**src/hdl/bpk_pkg.sv**
```systemverilog
// Shared types and constants for the LSB-first bit packer.
package bpk_pkg;

  localparam int unsigned MaxWidth    = 32;
  localparam int unsigned ResidualW   = 32;
  localparam int unsigned CfgW        = 6;
  localparam int unsigned ByteW       = 8;
  // Accumulator holds up to seven leftover bits plus one full residual.
  localparam int unsigned AccW        = ResidualW + ByteW - 1;
  localparam int unsigned CountW      = 6;
  localparam int unsigned QueueDepth  = 2;
  localparam int unsigned QueuePtrW   = $clog2(QueueDepth);
  localparam int unsigned QueueCountW = $clog2(QueueDepth + 1);

  // One classified residual waiting to be packed.
  typedef struct packed {
    logic [ResidualW-1:0] value;   // already masked to the width
    logic [CountW-1:0]    width;   // saturated, 0..MaxWidth
    logic                 last;    // closes the block
  } bpk_entry_t;

endpackage

```
**src/hdl/bpk_front.sv**
```systemverilog
// Front end: width register, width saturation and residual masking.
module bpk_front (
  input  logic                             clk_i,
  input  logic                             rst_ni,
  input  logic                             cfg_we_i,
  input  logic [bpk_pkg::CfgW-1:0]         cfg_wdata_i,
  input  logic                             in_valid_i,
  output logic                             in_ready_o,
  input  logic [bpk_pkg::ResidualW-1:0]    residual_i,
  input  logic                             block_end_i,
  input  logic                             q_full_i,
  output logic                             q_push_o,
  output bpk_pkg::bpk_entry_t              q_entry_o
);
  import bpk_pkg::*;

  logic [CfgW-1:0]      bit_width_q;
  logic [CountW-1:0]    width_sat;
  logic [ResidualW:0]   mask_wide;

  always_ff @(posedge clk_i or negedge rst_ni) begin
    if (!rst_ni) begin
      bit_width_q <= '0;
    end else if (cfg_we_i) begin
      bit_width_q <= cfg_wdata_i;
    end
  end

  // Clamp oversize widths to the maximum.
  assign width_sat = (bit_width_q > CfgW'(MaxWidth)) ? CountW'(MaxWidth)
                                                      : CountW'(bit_width_q);

  assign mask_wide = ((ResidualW+1)'(1) << width_sat) - (ResidualW+1)'(1);

  assign in_ready_o       = !q_full_i;
  assign q_push_o         = in_valid_i && !q_full_i;
  assign q_entry_o.value  = residual_i & mask_wide[ResidualW-1:0];
  assign q_entry_o.width  = width_sat;
  assign q_entry_o.last   = block_end_i;

endmodule

```
**src/hdl/bpk_fifo.sv**
```systemverilog
// Short queue of classified residuals between front and back ends.
module bpk_fifo (
  input  logic                 clk_i,
  input  logic                 rst_ni,
  input  logic                 push_i,
  input  bpk_pkg::bpk_entry_t  push_entry_i,
  output logic                 full_o,
  input  logic                 pop_i,
  output logic                 valid_o,
  output bpk_pkg::bpk_entry_t  head_o
);
  import bpk_pkg::*;

  bpk_entry_t             mem_q [QueueDepth];
  logic [QueuePtrW-1:0]   wr_ptr_q, rd_ptr_q;
  logic [QueueCountW-1:0] count_q;

  assign full_o  = (count_q == QueueCountW'(QueueDepth));
  assign valid_o = (count_q != '0);
  assign head_o  = mem_q[rd_ptr_q];

  always_ff @(posedge clk_i) begin
    if (push_i) begin
      mem_q[wr_ptr_q] <= push_entry_i;
    end
  end

  always_ff @(posedge clk_i or negedge rst_ni) begin
    if (!rst_ni) begin
      wr_ptr_q <= '0;
      rd_ptr_q <= '0;
      count_q  <= '0;
    end else begin
      if (push_i) begin
        wr_ptr_q <= (wr_ptr_q == QueuePtrW'(QueueDepth - 1)) ? '0 : wr_ptr_q + 1'b1;
      end
      if (pop_i) begin
        rd_ptr_q <= (rd_ptr_q == QueuePtrW'(QueueDepth - 1)) ? '0 : rd_ptr_q + 1'b1;
      end
      case ({push_i, pop_i})
        2'b10:   count_q <= count_q + 1'b1;
        2'b01:   count_q <= count_q - 1'b1;
        default: count_q <= count_q;
      endcase
    end
  end

endmodule

```
**src/hdl/bpk_back.sv**
```systemverilog
// Back end: bit accumulator, byte emission and output register.
module bpk_back (
  input  logic                          clk_i,
  input  logic                          rst_ni,
  input  logic                          q_valid_i,
  input  bpk_pkg::bpk_entry_t           q_head_i,
  output logic                          q_pop_o,
  output logic                          out_valid_o,
  input  logic                          out_ready_i,
  output logic [bpk_pkg::ByteW-1:0]     packed_byte_o,
  output logic                          byte_is_last_o
);
  import bpk_pkg::*;

  logic [AccW-1:0]   work_q, work_d;
  logic [CountW-1:0] bits_q, bits_d;
  logic              flush_q, flush_d;
  logic              out_valid_q, out_valid_d;
  logic [ByteW-1:0]  byte_q, byte_d;
  logic              last_q, last_d;

  logic              pending, merge, slot_free;
  logic [AccW-1:0]   c_work;
  logic [CountW-1:0] c_bits;
  logic              c_flush;

  // Work remains on the current item: a whole byte, or a partial to flush.
  assign pending   = (bits_q >= CountW'(ByteW)) || (flush_q && bits_q != '0);
  assign merge     = !pending && q_valid_i;
  assign q_pop_o   = merge;
  assign slot_free = !out_valid_q || out_ready_i;

  always_comb begin
    c_work  = work_q;
    c_bits  = bits_q;
    c_flush = flush_q;
    if (merge) begin
      c_work  = work_q | ({{(AccW-ResidualW){1'b0}}, q_head_i.value} << bits_q[2:0]);
      c_bits  = bits_q + q_head_i.width;
      c_flush = q_head_i.last;
    end
  end

  always_comb begin
    work_d      = c_work;
    bits_d      = c_bits;
    flush_d     = c_flush;
    byte_d      = byte_q;
    last_d      = last_q;
    out_valid_d = out_valid_q && !out_ready_i;
    if (slot_free) begin
      if (c_bits >= CountW'(ByteW)) begin
        byte_d      = c_work[ByteW-1:0];
        last_d      = c_flush && (c_bits == CountW'(ByteW));
        out_valid_d = 1'b1;
        work_d      = c_work >> ByteW;
        bits_d      = c_bits - CountW'(ByteW);
      end else if (c_flush && c_bits != '0) begin
        byte_d      = c_work[ByteW-1:0];
        last_d      = 1'b1;
        out_valid_d = 1'b1;
        work_d      = '0;
        bits_d      = '0;
      end
    end
  end

  always_ff @(posedge clk_i or negedge rst_ni) begin
    if (!rst_ni) begin
      work_q      <= '0;
      bits_q      <= '0;
      flush_q     <= 1'b0;
      out_valid_q <= 1'b0;
    end else begin
      work_q      <= work_d;
      bits_q      <= bits_d;
      flush_q     <= flush_d;
      out_valid_q <= out_valid_d;
    end
  end

  always_ff @(posedge clk_i) begin
    byte_q <= byte_d;
    last_q <= last_d;
  end

  assign out_valid_o    = out_valid_q;
  assign packed_byte_o  = byte_q;
  assign byte_is_last_o = last_q;

endmodule

```
**src/hdl/lsb_first_variable_width_bit_packer.sv**
```systemverilog
// Top level of the LSB-first variable-width bit packer.
//
// Packs residuals into a continuous byte stream, lowest bit first, at the
// width held in the configuration register (0..63 written, values above 32
// behave as 32). Write the width with cfg_we_i/cfg_wdata_i while idle.
// Input channel: in_valid_i/in_ready_o carry residual_i and block_end_i.
// Output channel: out_valid_o/out_ready_i carry packed_byte_o and
// byte_is_last_o; byte_is_last_o flags the final byte of each block.
// A transaction marked block_end flushes leftover bits as a zero-padded byte.
// With the back end idle, the first byte of a transaction is registered in
// the queue entry, then in the output register. Throughput: one byte per
// cycle on the output port while out_ready_i stays high, set by the
// single-byte output register in the back end.
// The front end classifies transactions into a two-entry queue; the back
// end merges them into the accumulator and emits bytes. When the receiver
// stalls, hold the output byte; the back end stops, the queue fills and
// in_ready_o drops. Reset clears the width to zero, empties the accumulator
// and the queue, and drops out_valid_o.
module lsb_first_variable_width_bit_packer (
  input  logic                          clk_i,
  input  logic                          rst_ni,
  input  logic                          cfg_we_i,
  input  logic [bpk_pkg::CfgW-1:0]      cfg_wdata_i,
  input  logic                          in_valid_i,
  output logic                          in_ready_o,
  input  logic [bpk_pkg::ResidualW-1:0] residual_i,
  input  logic                          block_end_i,
  output logic                          out_valid_o,
  input  logic                          out_ready_i,
  output logic [bpk_pkg::ByteW-1:0]     packed_byte_o,
  output logic                          byte_is_last_o
);
  import bpk_pkg::*;

  bpk_entry_t push_entry, head_entry;
  logic       q_push, q_full, q_pop, q_valid;

  // Classify: saturate width, mask residual, push into the queue.
  bpk_front u_front (
    .clk_i       (clk_i),
    .rst_ni      (rst_ni),
    .cfg_we_i    (cfg_we_i),
    .cfg_wdata_i (cfg_wdata_i),
    .in_valid_i  (in_valid_i),
    .in_ready_o  (in_ready_o),
    .residual_i  (residual_i),
    .block_end_i (block_end_i),
    .q_full_i    (q_full),
    .q_push_o    (q_push),
    .q_entry_o   (push_entry)
  );

  // Decouple the two sides so each can stall on its own.
  bpk_fifo u_fifo (
    .clk_i        (clk_i),
    .rst_ni       (rst_ni),
    .push_i       (q_push),
    .push_entry_i (push_entry),
    .full_o       (q_full),
    .pop_i        (q_pop),
    .valid_o      (q_valid),
    .head_o       (head_entry)
  );

  // Accumulate bits and advance one byte per cycle unless the receiver stalls.
  bpk_back u_back (
    .clk_i          (clk_i),
    .rst_ni         (rst_ni),
    .q_valid_i      (q_valid),
    .q_head_i       (head_entry),
    .q_pop_o        (q_pop),
    .out_valid_o    (out_valid_o),
    .out_ready_i    (out_ready_i),
    .packed_byte_o  (packed_byte_o),
    .byte_is_last_o (byte_is_last_o)
  );

endmodule
```
**config.mk**
```make
export PLATFORM = sky130hd
export DESIGN_NAME = lsb_first_variable_width_bit_packer
export DESIGN_NICKNAME = d
export VERILOG_FILES = /design/src/hdl/bpk_pkg.sv /design/src/hdl/bpk_front.sv /design/src/hdl/bpk_fifo.sv /design/src/hdl/bpk_back.sv /design/src/hdl/lsb_first_variable_width_bit_packer.sv
export SDC_FILE = /design/constraint.sdc
export NUM_CORES = 1
export LEC_CHECK = 0
export BUFFER_PORTS_ARGS = -buffer_cell sky130_fd_sc_hd__buf_2
export CELL_PAD_IN_SITES_DETAIL_PLACEMENT = 1
export CELL_PAD_IN_SITES_GLOBAL_PLACEMENT = 1
export CORE_MARGIN = 2
export CORE_UTILIZATION = 40
export CTS_CLUSTER_DIAMETER = 30
export DETAILED_ROUTE_END_ITERATION = 8
export PLACE_DENSITY_LB_ADDON = 0.1
export SLEW_MARGIN = 20
export SYNTH_ARGS = -nofsm -noshare
export SYNTH_HDL_FRONTEND = slang
export SYNTH_SLANG_ARGS = --single-unit
```
**constraint.sdc**
```tcl
create_clock -name clk_i -period 8.1 [get_ports clk_i]
set_clock_uncertainty 0.15 [all_clocks]
set_input_delay 0.405 -clock clk_i [delete_from_list [all_inputs] [get_ports clk_i]]
set_output_delay 0.405 -clock clk_i [all_outputs]
set_load 0.02 [all_outputs]
```
==> key figures <==
STA
  – Setup_tns: 0 ns
  – Final Cycle Share: 0.5227
  – WHS: -0.01920 ns
  – RSZ-0062 raised after global routing: no
  – Final Critical Period: 4.234 ns
  – Final Hold Viols: 22
  – Rel. slew slack: 0.3728
  – Setup violators final: 0
  – Slew at the pin closest to its max-slew limit: 0.9408 ns
  – Max Freq: 0.2362 GHz
  – Max-slew violations: 0

Routing
  – DRT Pass-1 Iters: 5
  – DR vias: 5131
  – Vias per inst: 5.739
  – Final ANT Viol Nets: 0
  – Routed len/inst: 20.88 um
  – 1st-iter DRT viols: 320
  – Post-Route WL: 18660 um
  – Number of remaining DRC errors: 0

Yosys
  – Post-synth EDFFs: 87
  – Mean Syn Cell Area: 12.22 um^2
  – Prevailing post-synth register cell: edfxtp_1
  – Post-Syn Instances: 609
  – Yosys warns: 0
  – Post-Syn Area: 7441 um^2
  – Post-Syn Nets: 662
  – Post-synthesis sequential area ratio: 0.5428
  – Synth cell types: 55
  – Yosys reg bits: 144
  – Post-synth ARST share: 0.3958

Global route
  – First-pass GRT wire length: 29890 um
  – Initial antenna violation count: 0
  – Largest net degree at the start of global routing: 58
  – Global Route Usage Sum: 0.1967
  – Vias in the first global route: 5419
  – Gr ovfl total: 0

Worst setup path
  – Kind of critical path: reg2reg
  – Required time of the critical path: 8.00 ns
  – Critical-path top delay cell: o41a_2
  – Critical Path, Cell by Cell: buf_4 > mux2_2 > ha_1 > inv_1 > fa_1 > nor3b_1 > o31ai_1 > o41a_2
  – Crit path launch type: flop
  – Crit path largest cell delay: 0.83 ns
  – R2R cell count: 8
  – Crit end category: flop
  – CP Data Arrival Time: 4.13 ns
  – Worst Path Max Fanout: 48
  – R2r setup slk: 3.87 ns
  – RR Endpoint: u_back.packed_byte_o[4]$_DFFE_PP_
  – RR Startpoint: u_fifo.rd_ptr_q$_DFFE_PN0P_

Pwr
  – Pwr per Cell Area: 394.0 nW/um^2
  – Power, Total: 3.358 mW
  – Worst vdd ir: 0.1732 mV
  – Pleak: 3.333 nW

Place
  – HPWL after detailed placement: 13650 um
  – IO Port Bufs: 54
  – Gp weighted congestion: 0.8457
  – Placed instance count: 860

Cells and area
  – Final core utilization: 0.4712
  – Share of layout cells above drive strength 1: 0.2241
  – Nets: 705
  – Antenna cells: 0
  – Non-filler cells, final: 894
  – Synthesis-to-layout area growth: 14.53%

Outcome
  – Status: complete, but fails checks
  – Failing checks: hold timing

Floorplanning
  – Num rows: 49
  – Die W: 140.4 um
  – Core area: 18090 um^2
  – Starting Density: 0.4114
  – Die Ht: 140.4 um
  – # IOs: 55
  – Die ar.: 19710 um^2

CTS
  – CTS Root Buffer Type: clkbuf_16
  – Post-CTS Setup Bufs: 0
  – # clock sinks: 144
  – CTS buffer count: 17
  – Clock slew at reported path FFs: 0.07 ns
  – Worst skew pair latency: 0.42 ns
  – PostCTS Resize Cnt: 0
  – CTS Hold Bufs: 0
  – Htree depth: 4
  – Clk buf depth: 2
  – CTS tree: built

Worst hold path
  – Hold Path Class: in2async

Job
  – Max_cap viols: 0
-- cell usage in the layout (no fill, tap or decap), types with 10 or more instances in the layout --
cell type	count
dfrtp_1	56
mux2i_1	45
mux2_2	11
nand2_1	28
nor3_1	10
inv_1	14
buf_2	54
mux4_2	28
and2_1	15
a21oi_1	24
a21boi_0	10
o21ai_0	19
edfxtp_1	87
clkbuf_16	17
nor2_1	58
nor2b_1	14
o22ai_1	56
-- worst max-delay path, delay by kind of cell (launching register included) --
| kind | cells | cell delay (ns) |
|---|---|---|
| compound gates | 2 | 1.30 |
| flops | 1 | 0.62 |
| fa+ha+maj | 2 | 0.61 |
| buf+inv | 2 | 0.56 |
| mux | 1 | 0.40 |
| simple gates | 1 | 0.17 |
-- Yosys cell counts, drive strengths merged (3+ instances only) --
cell type,n,area share
nand2b,8,0.0067
a211oi,3,0.0030
o22ai,57,0.049
nand2,28,0.014
xnor2,8,0.0094
o21a,7,0.0071
nor2b,14,0.012
ha,8,0.013
a31oi,4,0.0034
o21ai,19,0.013
or3,3,0.0025
o31ai,6,0.0081
mux2,11,0.017
a21oi,24,0.016
dfrtp,57,0.19
mux2i,45,0.061
a21boi,10,0.010
nor3,11,0.0081
and3,3,0.0025
a21o,3,0.0030
nand3,9,0.0067
clkbuf,17,0.0086
buf,23,0.018
or2,4,0.0034
mux4,28,0.085
and2,15,0.013
nor2,59,0.030
edfxtp,87,0.35
inv,15,0.0079
xor2,3,0.0035
-- cell families after synthesis --
kind of cell               Yosys count  synth area share
and+or+nand+nor                    164            0.1086
DFF                                144            0.5428
AOI/OAI and AO/OA                  142            0.1231
muxes                               84            0.1619
buffers and inverters               55           0.03447
xor gates and xnor gates            11           0.01295
adders and majority gates            9           0.01614
-- flip-flops by register name (all words and copies together) (netlist names) --
register,count
u_back.out_valid_o,1
u_front.bit_width_q,6
u_back.work_q,39
u_fifo.count_q,2
u_back.packed_byte_o,8
u_back.bits_q,6
u_back.flush_q,1
u_back.byte_is_last_o,1
u_fifo.wr_ptr_q,1
u_fifo.rd_ptr_q,1
u_fifo.mem_q,78
-- worst max path at each step --
stage                           startpoint                                   to  slack (ns)  cells past startpoint
2_1_floorplan  u_fifo.rd_ptr_q$_DFFE_PN0P_  u_back.byte_is_last_o$_SDFFCE_PN1P_        4.80                     11
3_3_place_gp   u_fifo.rd_ptr_q$_DFFE_PN0P_    u_back.packed_byte_o[3]$_DFFE_PP_        3.88                      8
3_5_place_dp   u_fifo.rd_ptr_q$_DFFE_PN0P_    u_back.packed_byte_o[3]$_DFFE_PP_        3.83                      8
4_1_cts        u_fifo.rd_ptr_q$_DFFE_PN0P_    u_back.packed_byte_o[3]$_DFFE_PP_        3.81                      8
5_1_grt        u_fifo.rd_ptr_q$_DFFE_PN0P_    u_back.packed_byte_o[3]$_DFFE_PP_        3.49                      8
6_report       u_fifo.rd_ptr_q$_DFFE_PN0P_    u_back.packed_byte_o[4]$_DFFE_PP_        3.87                      8
-- layout make-up --
type / count / area (um^2)
Fill cell: 1892 / 9564
Sequential cell: 144 / 4040
Multi-Input combinational cell: 410 / 3168
Clock buffer: 18 / 439.2
Timing Repair Buffer: 64 / 372.9
Tap cell: 229 / 286.5
Clock inverter: 14 / 156.4
Inverter: 15 / 58.81
-- through the flow --
stage,instance area (um^2),setup slack (ns)
after floorplan,7441,4.800
final,8522,3.866
after global routing,8522,3.485
after detailed placement,7896,3.825
after global placement,7871,3.878
after CTS,8492,3.814
-- layer usage --
layer	vias to the layer above	GRT usage	share of wire
met5	-	0	0
met4	0	0.07018	0.019
met3	24	0.03658	0.036
met2	114	0.3145	0.47
met1	2600	0.2706	0.47
li1	2393	-	-
-- power by group --
group	internal [mW]	switching [mW]
registers	1.03	0.123
logic	0.573	0.845
clock network	0.449	0.341
total	2.05	1.31
Power figures use the tool's default switching activity.
